==> config.mk <==
export PLATFORM = sky130hd
export DESIGN_NAME = string_literal_escape_decoder_top_flat
export DESIGN_NICKNAME = d
export VERILOG_FILES = /design/src/sled_pkg.sv /design/src/sled_if.sv /design/src/sled_front.sv /design/src/sled_queue.sv /design/src/sled_back.sv /design/src/string_literal_escape_decoder_top.sv /design/src/flat_wrapper.sv
export SDC_FILE = /design/constraint.sdc
export NUM_CORES = 1
export LEC_CHECK = 0
export BUFFER_PORTS_ARGS = -buffer_cell sky130_fd_sc_hd__clkbuf_2
export CAP_MARGIN = 0
export CORE_ASPECT_RATIO = 1.2
export CORE_MARGIN = 3
export CORE_UTILIZATION = 50
export CTS_CLUSTER_DIAMETER = 60
export DETAILED_ROUTE_END_ITERATION = 10
export MAX_ROUTING_LAYER = met4
export PLACE_DENSITY = 0.67
export SYNTH_ARGS = -nofsm -noshare
export SYNTH_HDL_FRONTEND = slang
export SYNTH_SLANG_ARGS = --single-unit
==> constraint.sdc <==
create_clock -name clk -period 4.5 [get_ports clk]
set_clock_uncertainty 0.05 [all_clocks]
set_input_delay 0.9 -clock clk [delete_from_list [all_inputs] [get_ports clk]]
set_output_delay 0.9 -clock clk [all_outputs]
set_load 0.02 [all_outputs]
==> src/sled_pkg.sv <==
`timescale 1ns / 1ps
package sled_pkg;

	typedef enum logic [7:0] {
		M_IDLE = 8'b0000_0001,
		M_BODY = 8'b0000_0010,
		M_ESC  = 8'b0000_0100,
		M_HEX  = 8'b0000_1000,
		M_DEC  = 8'b0001_0000,
		M_OCT  = 8'b0010_0000,
		M_SKIP = 8'b0100_0000,
		M_PASS = 8'b1000_0000
	} mode_t;

	localparam logic [7:0] CH_BSLASH = 8'h5C;
	localparam logic [7:0] CH_N      = 8'h6E;
	localparam logic [7:0] CH_R      = 8'h72;
	localparam logic [7:0] CH_T      = 8'h74;
	localparam logic [7:0] CH_V      = 8'h76;
	localparam logic [7:0] CH_E      = 8'h65;
	localparam logic [7:0] CH_B      = 8'h62;
	localparam logic [7:0] CH_ZERO   = 8'h30;
	localparam logic [7:0] CH_X      = 8'h78;
	localparam logic [7:0] CH_D      = 8'h64;
	localparam logic [7:0] CH_O      = 8'h6F;

	localparam logic [7:0] CTL_LF  = 8'h0A;
	localparam logic [7:0] CTL_CR  = 8'h0D;
	localparam logic [7:0] CTL_TAB = 8'h09;
	localparam logic [7:0] CTL_VT  = 8'h0B;
	localparam logic [7:0] CTL_ESC = 8'h1B;
	localparam logic [7:0] CTL_BS  = 8'h08;
	localparam logic [7:0] CTL_NUL = 8'h00;

	typedef struct packed {
		logic [7:0] out_byte;
		logic       literal_done;
		logic       unterminated;
	} res_t;

	typedef struct packed {
		logic two;
		res_t first;
		res_t second;
	} ent_t;

	typedef struct packed {
		logic       ok;
		logic [3:0] value;
	} digit_t;

	function automatic logic [1:0] trail_count(input logic [7:0] b);
		logic [1:0] t;
		t = 2'd0;
		if (b[7:5] == 3'b110) t = 2'd1;
		else if (b[7:4] == 4'b1110) t = 2'd2;
		else if (b[7:3] == 5'b11110) t = 2'd3;
		return t;
	endfunction

	function automatic digit_t digit_of(input mode_t m, input logic [7:0] b);
		digit_t d;
		d.ok = 1'b0;
		d.value = b[3:0];
		if (b >= 8'h30 && b <= 8'h39) begin
			d.value = b[3:0];
			d.ok = (m == M_HEX) || (m == M_DEC) || (b <= 8'h37);
		end else if (m == M_HEX && ((b >= 8'h61 && b <= 8'h66) || (b >= 8'h41 && b <= 8'h46))) begin
			d.ok = 1'b1;
			d.value = b[3:0] + 4'd9;
		end
		return d;
	endfunction

endpackage

==> src/sled_if.sv <==
`timescale 1ns / 1ps
interface sled_in_if;
	logic       valid;
	logic       ready;
	logic [7:0] in_byte;
	logic       is_open;
	logic       source_end;

	modport source(output valid, in_byte, is_open, source_end, input ready);
	modport sink(input valid, in_byte, is_open, source_end, output ready);
endinterface

interface sled_out_if;
	logic       valid;
	logic       ready;
	logic [7:0] out_byte;
	logic       literal_done;
	logic       unterminated;
	logic       run_last;

	modport source(output valid, out_byte, literal_done, unterminated, run_last, input ready);
	modport sink(input valid, out_byte, literal_done, unterminated, run_last, output ready);
endinterface

==> src/sled_front.sv <==
`timescale 1ns / 1ps
module sled_front (
	input  logic          clk,
	input  logic          arst_n,
	sled_in_if.sink       din,
	input  logic          q_full,
	output logic          push,
	output sled_pkg::ent_t push_ent
);
	import sled_pkg::*;

	mode_t      mode_q, mode_d;
	logic [7:0] delim_q, delim_d;
	logic [7:0] acc_q, acc_d;
	logic [1:0] skip_q, skip_d;
	logic [1:0] cnt;
	logic [1:0] skip_dec;
	logic [1:0] trail;
	logic       body;
	logic       accept;
	logic [7:0] b;
	logic [7:0] v;
	res_t       r0, r1;
	digit_t     dg;

	assign din.ready = !q_full;
	assign accept    = din.valid && din.ready;
	assign b         = din.in_byte;
	assign trail     = trail_count(b);
	assign dg        = digit_of(mode_q, b);
	assign skip_dec  = skip_q - 2'd1;

	always_comb begin
		mode_d  = mode_q;
		delim_d = delim_q;
		acc_d   = acc_q;
		skip_d  = skip_q;
		cnt     = 2'd0;
		r0      = '0;
		r1      = '0;
		body    = 1'b0;
		v       = b;
		if (din.source_end) begin
			if (mode_q == M_HEX || mode_q == M_DEC || mode_q == M_OCT) begin
				r0  = '{out_byte: acc_q, literal_done: 1'b0, unterminated: 1'b0};
				r1  = '{out_byte: 8'h00, literal_done: 1'b0, unterminated: 1'b1};
				cnt = 2'd2;
			end else if (mode_q != M_IDLE) begin
				r0  = '{out_byte: 8'h00, literal_done: 1'b0, unterminated: 1'b1};
				cnt = 2'd1;
			end
			mode_d = M_IDLE;
			skip_d = 2'd0;
		end else if (din.is_open) begin
			delim_d = b;
			acc_d   = 8'h00;
			skip_d  = 2'd0;
			mode_d  = M_BODY;
			r0      = '{out_byte: b, literal_done: 1'b0, unterminated: 1'b0};
			cnt     = 2'd1;
		end else begin
			unique case (mode_q)
				M_ESC: begin
					unique case (b)
						CH_N:    v = CTL_LF;
						CH_R:    v = CTL_CR;
						CH_T:    v = CTL_TAB;
						CH_V:    v = CTL_VT;
						CH_E:    v = CTL_ESC;
						CH_B:    v = CTL_BS;
						CH_ZERO: v = CTL_NUL;
						default: v = b;
					endcase
					if (b == CH_X || b == CH_D || b == CH_O) begin
						mode_d = (b == CH_X) ? M_HEX : ((b == CH_D) ? M_DEC : M_OCT);
						acc_d  = 8'h00;
					end else begin
						r0  = '{out_byte: v, literal_done: 1'b0, unterminated: 1'b0};
						cnt = 2'd1;
						if (trail != 2'd0) begin
							skip_d = trail;
							mode_d = M_SKIP;
						end else begin
							mode_d = M_BODY;
						end
					end
				end
				M_SKIP: begin
					skip_d = skip_dec;
					if (skip_dec == 2'd0) mode_d = M_BODY;
				end
				M_PASS: begin
					r0     = '{out_byte: b, literal_done: 1'b0, unterminated: 1'b0};
					cnt    = 2'd1;
					skip_d = skip_dec;
					if (skip_dec == 2'd0) mode_d = M_BODY;
				end
				M_HEX, M_DEC, M_OCT: begin
					if (dg.ok) begin
						if (mode_q == M_HEX) begin
							acc_d = {acc_q[3:0], 4'h0} + {4'h0, dg.value};
						end else if (mode_q == M_DEC) begin
							acc_d = {acc_q[4:0], 3'b000} + {acc_q[6:0], 1'b0}
								+ {4'h0, dg.value};
						end else begin
							acc_d = {acc_q[4:0], 3'b000} + {4'h0, dg.value};
						end
					end else begin
						r0     = '{out_byte: acc_q, literal_done: 1'b0, unterminated: 1'b0};
						cnt    = 2'd1;
						mode_d = M_BODY;
						body   = 1'b1;
					end
				end
				M_BODY: body = 1'b1;
				default: ;
			endcase
			if (body) begin
				if (b == delim_q) begin
					if (cnt == 2'd0) r0 = '{out_byte: b, literal_done: 1'b1, unterminated: 1'b0};
					else r1 = '{out_byte: b, literal_done: 1'b1, unterminated: 1'b0};
					cnt    = cnt + 2'd1;
					mode_d = M_IDLE;
				end else if (b == CH_BSLASH) begin
					mode_d = M_ESC;
				end else begin
					if (cnt == 2'd0) r0 = '{out_byte: b, literal_done: 1'b0, unterminated: 1'b0};
					else r1 = '{out_byte: b, literal_done: 1'b0, unterminated: 1'b0};
					cnt = cnt + 2'd1;
					if (trail != 2'd0) begin
						skip_d = trail;
						mode_d = M_PASS;
					end
				end
			end
		end
	end

	assign push            = accept && (cnt != 2'd0);
	assign push_ent.two    = (cnt == 2'd2);
	assign push_ent.first  = r0;
	assign push_ent.second = r1;

	always_ff @(posedge clk or negedge arst_n) begin
		if (!arst_n) begin
			mode_q  <= M_IDLE;
			delim_q <= 8'h00;
			acc_q   <= 8'h00;
			skip_q  <= 2'd0;
		end else if (accept) begin
			mode_q  <= mode_d;
			delim_q <= delim_d;
			acc_q   <= acc_d;
			skip_q  <= skip_d;
		end
	end

endmodule

==> src/sled_queue.sv <==
`timescale 1ns / 1ps
module sled_queue #(
	parameter int DEPTH = 4
) (
	input  logic           clk,
	input  logic           arst_n,
	input  logic           push,
	input  sled_pkg::ent_t push_ent,
	output logic           full,
	input  logic           pop,
	output logic           q_valid,
	output sled_pkg::ent_t q_ent
);
	import sled_pkg::*;

	localparam int AW = (DEPTH > 1) ? $clog2(DEPTH) : 1;
	localparam int CW = $clog2(DEPTH + 1);

	ent_t          store_q [DEPTH];
	logic [AW-1:0] wr_q, rd_q;
	logic [CW-1:0] count_q;
	logic          do_push, do_pop;

	assign full    = (count_q == CW'(DEPTH));
	assign q_valid = (count_q != '0);
	assign q_ent   = store_q[rd_q];
	assign do_push = push && !full;
	assign do_pop  = pop && q_valid;

	always_ff @(posedge clk) begin
		if (do_push) store_q[wr_q] <= push_ent;
	end

	always_ff @(posedge clk or negedge arst_n) begin
		if (!arst_n) begin
			wr_q    <= '0;
			rd_q    <= '0;
			count_q <= '0;
		end else begin
			if (do_push) wr_q <= (wr_q == AW'(DEPTH - 1)) ? '0 : wr_q + AW'(1);
			if (do_pop) rd_q <= (rd_q == AW'(DEPTH - 1)) ? '0 : rd_q + AW'(1);
			if (do_push && !do_pop) count_q <= count_q + CW'(1);
			else if (do_pop && !do_push) count_q <= count_q - CW'(1);
		end
	end

endmodule

==> src/sled_back.sv <==
`timescale 1ns / 1ps
module sled_back (
	input  logic           clk,
	input  logic           arst_n,
	input  logic           q_valid,
	input  sled_pkg::ent_t q_ent,
	output logic           pop,
	sled_out_if.source     dout
);
	import sled_pkg::*;

	ent_t ent_q;
	logic valid_q;
	logic second_q;
	logic last;
	logic advance;
	res_t cur;

	assign last    = !ent_q.two || second_q;
	assign cur     = second_q ? ent_q.second : ent_q.first;
	assign advance = !valid_q || (dout.ready && last);
	assign pop     = q_valid && advance;

	assign dout.valid        = valid_q;
	assign dout.out_byte     = cur.out_byte;
	assign dout.literal_done = cur.literal_done;
	assign dout.unterminated = cur.unterminated;
	assign dout.run_last     = last;

	always_ff @(posedge clk) begin
		if (pop) ent_q <= q_ent;
	end

	always_ff @(posedge clk or negedge arst_n) begin
		if (!arst_n) begin
			valid_q  <= 1'b0;
			second_q <= 1'b0;
		end else if (advance) begin
			valid_q  <= q_valid;
			second_q <= 1'b0;
		end else if (dout.ready) begin
			second_q <= 1'b1;
		end
	end

endmodule

==> src/string_literal_escape_decoder_top.sv <==
`timescale 1ns / 1ps
// Decodes a string literal one source byte per word: the opening delimiter is stored and
// echoed, escapes are turned into their byte values, and the closing delimiter or the end
// of the source closes the literal. The front end takes one input word every cycle while
// its queue of QUEUE_DEPTH entries has room; the back end hands out one result word per
// cycle while the receiver is ready, so an input that yields two results (a pending numeric
// escape closed by a byte other than a backslash, or by the end of the source) takes two
// output words, and a sustained run of such inputs fills the queue and holds back input.
module string_literal_escape_decoder_top #(
	parameter int QUEUE_DEPTH = 4
) (
	input  logic       clk,
	input  logic       arst_n,
	sled_in_if.sink    din,
	sled_out_if.source dout
);
	import sled_pkg::*;

	logic push, full, pop, q_valid;
	ent_t push_ent, q_ent;

	sled_front u_front (
		.clk      (clk),
		.arst_n   (arst_n),
		.din      (din),
		.q_full   (full),
		.push     (push),
		.push_ent (push_ent)
	);

	sled_queue #(
		.DEPTH (QUEUE_DEPTH)
	) u_queue (
		.clk      (clk),
		.arst_n   (arst_n),
		.push     (push),
		.push_ent (push_ent),
		.full     (full),
		.pop      (pop),
		.q_valid  (q_valid),
		.q_ent    (q_ent)
	);

	sled_back u_back (
		.clk     (clk),
		.arst_n  (arst_n),
		.q_valid (q_valid),
		.q_ent   (q_ent),
		.pop     (pop),
		.dout    (dout)
	);

endmodule

==> src/flat_wrapper.sv <==
// flat-port wrapper written by rule: the top's interface ports become plain ports
module string_literal_escape_decoder_top_flat import sled_pkg::*;
#(
	parameter int QUEUE_DEPTH = 4
)
  (clk, arst_n, din_valid, din_in_byte, din_is_open, din_source_end, din_ready, dout_valid, dout_out_byte, dout_literal_done, dout_unterminated, dout_run_last, dout_ready);
  sled_in_if din_i ();
  sled_out_if dout_i ();
  input  logic clk;
  input  logic arst_n;
  input wire logic [$bits(din_i.valid)-1:0] din_valid;
  input wire logic [$bits(din_i.in_byte)-1:0] din_in_byte;
  input wire logic [$bits(din_i.is_open)-1:0] din_is_open;
  input wire logic [$bits(din_i.source_end)-1:0] din_source_end;
  output wire logic [$bits(din_i.ready)-1:0] din_ready;
  output wire logic [$bits(dout_i.valid)-1:0] dout_valid;
  output wire logic [$bits(dout_i.out_byte)-1:0] dout_out_byte;
  output wire logic [$bits(dout_i.literal_done)-1:0] dout_literal_done;
  output wire logic [$bits(dout_i.unterminated)-1:0] dout_unterminated;
  output wire logic [$bits(dout_i.run_last)-1:0] dout_run_last;
  input wire logic [$bits(dout_i.ready)-1:0] dout_ready;
  assign din_i.valid = din_valid;
  assign din_i.in_byte = din_in_byte;
  assign din_i.is_open = din_is_open;
  assign din_i.source_end = din_source_end;
  assign din_ready = din_i.ready;
  assign dout_valid = dout_i.valid;
  assign dout_out_byte = dout_i.out_byte;
  assign dout_literal_done = dout_i.literal_done;
  assign dout_unterminated = dout_i.unterminated;
  assign dout_run_last = dout_i.run_last;
  assign dout_i.ready = dout_ready;
  string_literal_escape_decoder_top #(.QUEUE_DEPTH(QUEUE_DEPTH)) u_core (.clk(clk), .arst_n(arst_n), .din(din_i), .dout(dout_i));
endmodule
=== Yosys cells after proc, flatten, opt, wreduce, memory -nomap -nowiden ===
Memories as Yosys holds them, arrays and structs flattened. A register that Yosys moved wholly into a read port is not among the register bits.
Cells that the tools add are included.

* Register bits: 35
* Bits in writable memories: 84
* Input port bits: 14
* Output and inout bits: 13
* Word-level logic and storage cells: 174
* Memories: 1

* Add/subtract/negate cells: 11
* Magnitude comparators: 7
* Equal/unequal tests: 29
* Multiplexer cells: 79
* Bitwise operators: 1
* Reduce and logical (&&, ||, !) cells: 37

{| class="wikitable"
|+ Memories
! name !! words !! bits a word !! read ports !! clocked after memory_dff !! wr ports !! line !! text
|-
| u_core.u_queue.store_q || 4 || 21 || 1 || 1 || 1 || sled_queue.sv:19 || <nowiki>ent_t store_q [DEPTH];</nowiki>
|}

{| class="wikitable"
|+ Operators by type and width
! kind !! count
|-
| 10-bit 2-to-1 mux || 18
|-
| 8-bit 2-to-1 mux || 13
|-
| 8-bit by 7-bit equality test with 1-bit output, second input constant || 11
|-
| 8-bit one-hot mux with 7 select lines || 1
|-
| 2-bit 2-to-1 mux || 21
|-
| 10-bit one-hot mux with 3 select lines || 1
|-
| 8-bit by 4-bit adder with 8-bit output || 3
|-
| 8-bit one-hot mux with 3 select lines || 1
|-
| 8-bit by 6-bit equality test with 1-bit output, second input constant || 2
|-
| 8-bit by 7-bit greater-or-equal comparator with 1-bit output, second input constant || 2
|-
| 8-bit by 6-bit less-or-equal comparator with 1-bit output, second input constant || 2
|-
| 8-bit by 7-bit less-or-equal comparator with 1-bit output, second input constant || 2
|-
| 8-bit one-hot mux with 2 select lines || 1
|-
| 7-bit 2-to-1 mux || 2
|-
| 1-bit logical AND || 12
|-
| 1-bit 2-to-1 mux || 12
|-
| 6-bit 2-to-1 mux || 2
|-
| 5-bit 2-to-1 mux || 2
|-
| 8-bit adder || 1
|-
| 8-bit by 2-bit equality test with 1-bit output, second input constant || 1
|-
| 8-bit by 3-bit equality test with 1-bit output, second input constant || 1
|-
| 8-bit by 4-bit equality test with 1-bit output, second input constant || 1
|-
| 8-bit by 5-bit equality test with 1-bit output, second input constant || 1
|-
| 8-bit equality test || 1
|-
| other kinds (27) || 50
|}

=== Longest topological paths before layout ===
* Word-level depth: 23
* Mapped depth: 19
* Depth with buffers taken out: 18

=== Cells and area by module ===
From an unflattened synthesis, not the netlist that was laid out.

* Cells, all modules: 538
* Area, all modules: 7397.1 um^2

{| class="wikitable"
|+ By module, submodules not included
! module !! instances !! cells an instance !! area each (um^2) !! seq. area each (um^2)
|-
| sled_queue || 1 || 147 || 3520.9 || 2697.6
|-
| sled_front || 1 || 348 || 2979.1 || 651.9
|-
| sled_back || 1 || 43 || 897.1 || 680.7
|}

=== Least setup slack after synthesis ===
Ideal clock, no wire load.

* Kind: input port to flip-flop
* From: input din_in_byte[1]
* To: register u_core.u_queue.count_q[2]
* Setup time: 0.079 ns
* Arrival time: 4.147 ns
* Data required time: 4.371 ns
* Path slack: 0.224 ns
* Stages on the path: 18
* Buffers on the path: 0
* Path through: inv_1 > ha_1 > o21bai_1 > a2111oi_0 > a21o_1 > o21a_4 > nand2_1 > ha_1 > inv_1 > a221oi_1 > a21oi_2 > o211ai_4 > ha_1 > inv_1 > fa_1 > xor2_1 > nor2_1 > xor2_1

* Word-level cells in the longest chain between the ends: 22
* Elaborated cells between the ends (all ways): 45
* Those cells by class: add/sub: 1; order compare: 7; eq/ne: 5; mux: 17; reduce/logical: 15

{| class="wikitable"
|+ Ends and longest elaborated chain
! item !! line !! text
|-
| start, declared || flat_wrapper.sv:12 || <nowiki>input wire logic [$bits(din_i.in_byte)-1:0] din_in_byte;</nowiki>
|-
| 8-bit by 7-bit greater-or-equal comparator with 1-bit output or 8-bit by 7-bit less-or-equal comparator with 1-bit output (tied branches) || sled_pkg.sv:68 || <nowiki>end else if (m == M_HEX && ((b >= 8'h61 && b <= 8'h66) || (b >= 8'h41 && b <= 8'h46))) begin</nowiki>
|-
| 1-bit logical AND || sled_pkg.sv:68 ||
|-
| 1-bit logical OR || sled_pkg.sv:68 ||
|-
| 1-bit logical AND || sled_pkg.sv:68 ||
|-
| 5-bit 2-to-1 mux || sled_pkg.sv:68 ||
|-
| 5-bit 2-to-1 mux || sled_pkg.sv:65 || <nowiki>if (b >= 8'h30 && b <= 8'h39) begin</nowiki>
|-
| 1-bit 2-to-1 mux || sled_front.sv:99 || <nowiki>if (dg.ok) begin</nowiki>
|-
| 1-bit one-hot mux with 3 select lines || sled_front.sv:62 || <nowiki>unique case (mode_q)</nowiki>
|-
| [... 7 more ...] || n/a ||
|-
| 2-bit 2-to-1 mux (*) || sled_front.sv:43 || <nowiki>if (din.source_end) begin</nowiki>
|-
| 2-bit nonzero test (*) || sled_front.sv:139 || <nowiki>assign push = accept && (cnt != 2'd0);</nowiki>
|-
| 1-bit logical AND (*) || sled_front.sv:139 ||
|-
| 1-bit logical AND (*) || sled_queue.sv:27 || <nowiki>assign do_push = push && !full;</nowiki>
|-
| via u_core.u_queue.do_push || sled_queue.sv:22 || <nowiki>logic do_push, do_pop;</nowiki>
|-
| 1-bit zero test || sled_queue.sv:43 || <nowiki>else if (do_pop && !do_push) count_q <= count_q - CW'(1);</nowiki>
|-
| 1-bit logical AND || sled_queue.sv:43 ||
|-
| 2-bit nonzero test (no source line) || n/a ||
|-
| end signal, assigned || sled_queue.sv:42 || <nowiki>if (do_push && !do_pop) count_q <= count_q + CW'(1);</nowiki>
|-
| end signal, assigned || sled_queue.sv:43 ||
|-
| end, declared || sled_queue.sv:21 || <nowiki>logic [CW-1:0] count_q;</nowiki>
|}

Mark *: on every way through the listed nets, which the timed path passes. The rest lies on a longest branch. The select of a mux whose other input is x is not followed.
A chain may end at the register's enable or synchronous reset.

=== Worst setup path in the final report ===
* From: input din_in_byte[0]
* To: register u_core.u_queue.count_q[2]

Same word-level chain as after synthesis.

==> impl_metrics.env <==
export IMPL_slew_headroom=0.326
export IMPL_layout_nets=640
export IMPL_seq_power_share=0.429
export IMPL_antenna_found_initial=0
export IMPL_clock_root_buffer="clkbuf_16"
export IMPL_postSynth_asyncResetShare=0.250
export IMPL_slowest_delay_ps=450
export IMPL_hold_viol_final=0
export IMPL_yosys_area_top_type="edfxtp_1"
export IMPL_firstDrtPassIters=5
export IMPL_synth_avg_cell_area_um2=13.4
export IMPL_postRouteAntennaNets=0
export IMPL_ys_warn_count=0
export IMPL_nFillCells=1103
export IMPL_clock_sinks=140
export IMPL_vias_per_cell=6.04
export IMPL_ctsHoldBuffers=0
export IMPL_cp_num_buf_inv=5
export IMPL_yosys_top_cells_area="edfxtp_1, dfrtp_1, mux4_2"
export IMPL_rsz0062_at_grt="false"
export IMPL_overflow=0
export IMPL_start_kind="primary input"
export IMPL_pre_cts_ws_ps=-81.0
export IMPL_fin_hold_ws_ps=458
export IMPL_setup_slack_ps=362
export IMPL_port_buffer_count=26
export IMPL_cts_tree="built"
export IMPL_start_util=0.519
export IMPL_synthFlopType="edfxtp_1"
export IMPL_syn_area_um2=7290
export IMPL_post_route_period_util=0.920
export IMPL_slew_viol_final=0
export IMPL_cp_max_fo=5
export IMPL_vias=4726
export IMPL_status="complete, no violations"
export IMPL_top_usage_layer="met2"
export IMPL_use_met1=0.257
export IMPL_drc=0
export IMPL_synth_seq_cells=140
export IMPL_hold_class="reg2reg"
export IMPL_gp_congestion=0.901
export IMPL_critPathRequiredTime_ps=4790
export IMPL_synth_top_cell_area_share=0.433
export IMPL_synth_seq_area_share=0.553
export IMPL_internal_power_uw=3210
export IMPL_timing_rr_start="u_core.u_front.mode_q[4]"
export IMPL_fin_crit_ps=4140
export IMPL_max_freq_mhz=242
export IMPL_fin_util=0.599
export IMPL_setup_viol=0
export IMPL_place_hpwl_um=11500
export IMPL_h_tree_depth=4
export IMPL_maxCapViolations=0
export IMPL_p_leak_uw=0.00329
export IMPL_cts_resized=0
export IMPL_end_kind="flip-flop"
export IMPL_synth_edff_count=105
export IMPL_synth_distinct_cells=82
export IMPL_peakVddDrop_v=0.000211
export IMPL_grt_first_pass_wirelength_um=25600
export IMPL_worst_slew_pin_transition_ps=1010
export IMPL_worstPathCellList="clkbuf_2, inv_1, ha_1, o21bai_1, a2111oi_0, buf_4, a21o_1, o21a_4, nand2_1, ha_1, inv_1, a221oi_1, a21oi_2, o211ai_4, ha_1, inv_1, fa_1, xor2_1, nor2_1, xor2_1"
export IMPL_stdcell_count=783
export IMPL_met3_usage=0.0441
export IMPL_worstPathArrival_ps=4430
export IMPL_ioPinCount=27
export IMPL_met2_usage=0.359
export IMPL_drt_total_wl_um=16100
export IMPL_drive_above_1_share=0.257
export IMPL_die_w_um=116
export IMPL_netSwitchingFraction=0.287
export IMPL_r2r_setup_slack_ps=540
export IMPL_criticalPathCategory="in2reg"
export IMPL_insertion_delay_ps=410
export IMPL_critical_path_startpoint="din_in_byte[0]"
export IMPL_first_iter_violations=369
export IMPL_tns_ps=0
export IMPL_p_per_area_nw_per_um2=535
export IMPL_cts_buffers=17
export IMPL_syn_nets=587
export IMPL_cp_top_family="compound AO/OA/AOI/OAI gates"
export IMPL_switching_power_uw=1300
export IMPL_grt_max_degree=36
export IMPL_wl_per_cell_um=20.5
export IMPL_combPwrFrac=0.256
export IMPL_crit_slowest_cell="a2111oi_0"
export IMPL_synthToLayoutAreaGrowth_pct=15.6
export IMPL_clk_pin_slew_worst_paths_ps=60
export IMPL_core_um2=14100
export IMPL_cts_setup_buffers=0
export IMPL_rows=47
export IMPL_clkPwrFrac=0.315
export IMPL_cts_buffer_depth=2
export IMPL_die_area_um2=16100
export IMPL_num_antenna_cells=0
export IMPL_syn_inst=546
export IMPL_first_global_vias=4908
export IMPL_grtUsageTotal=0.217
export IMPL_die_h_um=138
export IMPL_holdCritStartpoint="u_core.u_front.delim_q[0]"
export IMPL_dp_cells=751
cells in the mapped netlist (4+ instances only):
cell type,instances
edfxtp_1,105
dfrtp_1,34
and2_1,13
o22ai_1,6
inv_1,18
a21o_1,4
ha_1,24
xnor2_1,16
o21ai_0,23
nor2_1,43
mux2_2,20
and3_1,4
nand3_1,13
mux4_2,21
nand4_1,8
xor2_1,8
buf_1,4
nor3_1,7
nand4b_1,4
buf_2,7
o21a_1,4
nor2b_1,4
mux2i_1,4
nand2_1,29
clkbuf_1,12
nand2b_1,4
a21oi_1,15
mux2_4,7
cell type report:
type | instances | area (um^2) | share of cell area
flip-flops and latches | 140 | 4030 | 0.478
multi-input cells | 363 | 3080 | 0.365
clock buffers | 23 | 468 | 0.0555
repair buffers | 59 | 428 | 0.0508
well taps | 171 | 214 | 0.0254
clock inverters | 9 | 139 | 0.0165
inverters | 18 | 67.6 | 0.00802
tightest hold or removal path, stage by stage, from the launching register on:
cell and delay, ps:
dfrtp_1 360, nand2_1 50, o21ai_0 60
kinds of logic after synthesis:
family | Yosys count | share of synthesized area
xor+xnor | 24 | 0.0288
fa+ha+maj | 27 | 0.0494
mux | 54 | 0.119
flops | 140 | 0.553
buf+inv | 43 | 0.0249
simple gates | 152 | 0.116
compound gates | 106 | 0.110
final timing paths:
path,end,depth (start not counted)
worst min register to register,u_core.u_front.delim_q[0],2
worst max register to register,u_core.u_front.acc_q[6],16
min in group asynchronous,u_core.u_front.acc_q[1],1
worst min-delay path,u_core.u_front.delim_q[0],2
worst max-delay path,u_core.u_queue.count_q[2],20
max in group asynchronous,u_core.u_front.delim_q[0],1
cell usage in the layout, fill, tap and decap left out, types with 15 or more instances in the layout:
cell | netlist | layout
nand2_1 | 29 | 29
buf_4 | 1 | 29
o21ai_0 | 23 | 23
mux4_2 | 21 | 21
nor2_1 | 43 | 43
a21oi_1 | 15 | 15
xnor2_1 | 16 | 16
ha_1 | 24 | 24
mux2_2 | 20 | 20
clkbuf_2 | 0 | 26
dfrtp_1 | 34 | 34
edfxtp_1 | 105 | 105
inv_1 | 18 | 18
clkbuf_16 | 0 | 17
sequential cells by signal, indices dropped and copies added, names as in the netlist:
name,cells
u_core.u_front.acc_q,8
u_core.u_back.second_q,1
u_core.u_back.ent_q,21
u_core.u_back.dout.valid,1
u_core.u_front.mode_q,8
u_core.u_front.delim_q,8
u_core.u_queue.rd_q,2
u_core.u_front.skip_q,2
u_core.u_queue.store_q,84
u_core.u_queue.wr_q,2
u_core.u_queue.count_q,3
power groups by stage:
stage / clock network [uW] / registers (uW) / logic (uW)
floorplan: 0 / 1870 / 895
detailed placement: 0 / 1970 / 1170
CTS: 1440 / 1940 / 1180
global route: 1500 / 1970 / 1270
finish: 1420 / 1930 / 1160
global placement: 0 / 1940 / 1150
per-stage QoR:
| stage | instance area [um^2] | power (uW) |
|---|---|---|
| floorplan | 7290 | 2760 |
| global placement | 7820 | 3090 |
| detailed placement | 7820 | 3140 |
| CTS | 8420 | 4570 |
| global route | 8420 | 4740 |
| finish | 8420 | 4510 |
layer usage:
layer  up-vias  share of wire
met5         -              0
met1      2311           0.39
met2       153           0.53
met4         0          0.034
li1       2218              -
met3        44          0.047
No activity file was read; power rests on OpenSTA's default activity.
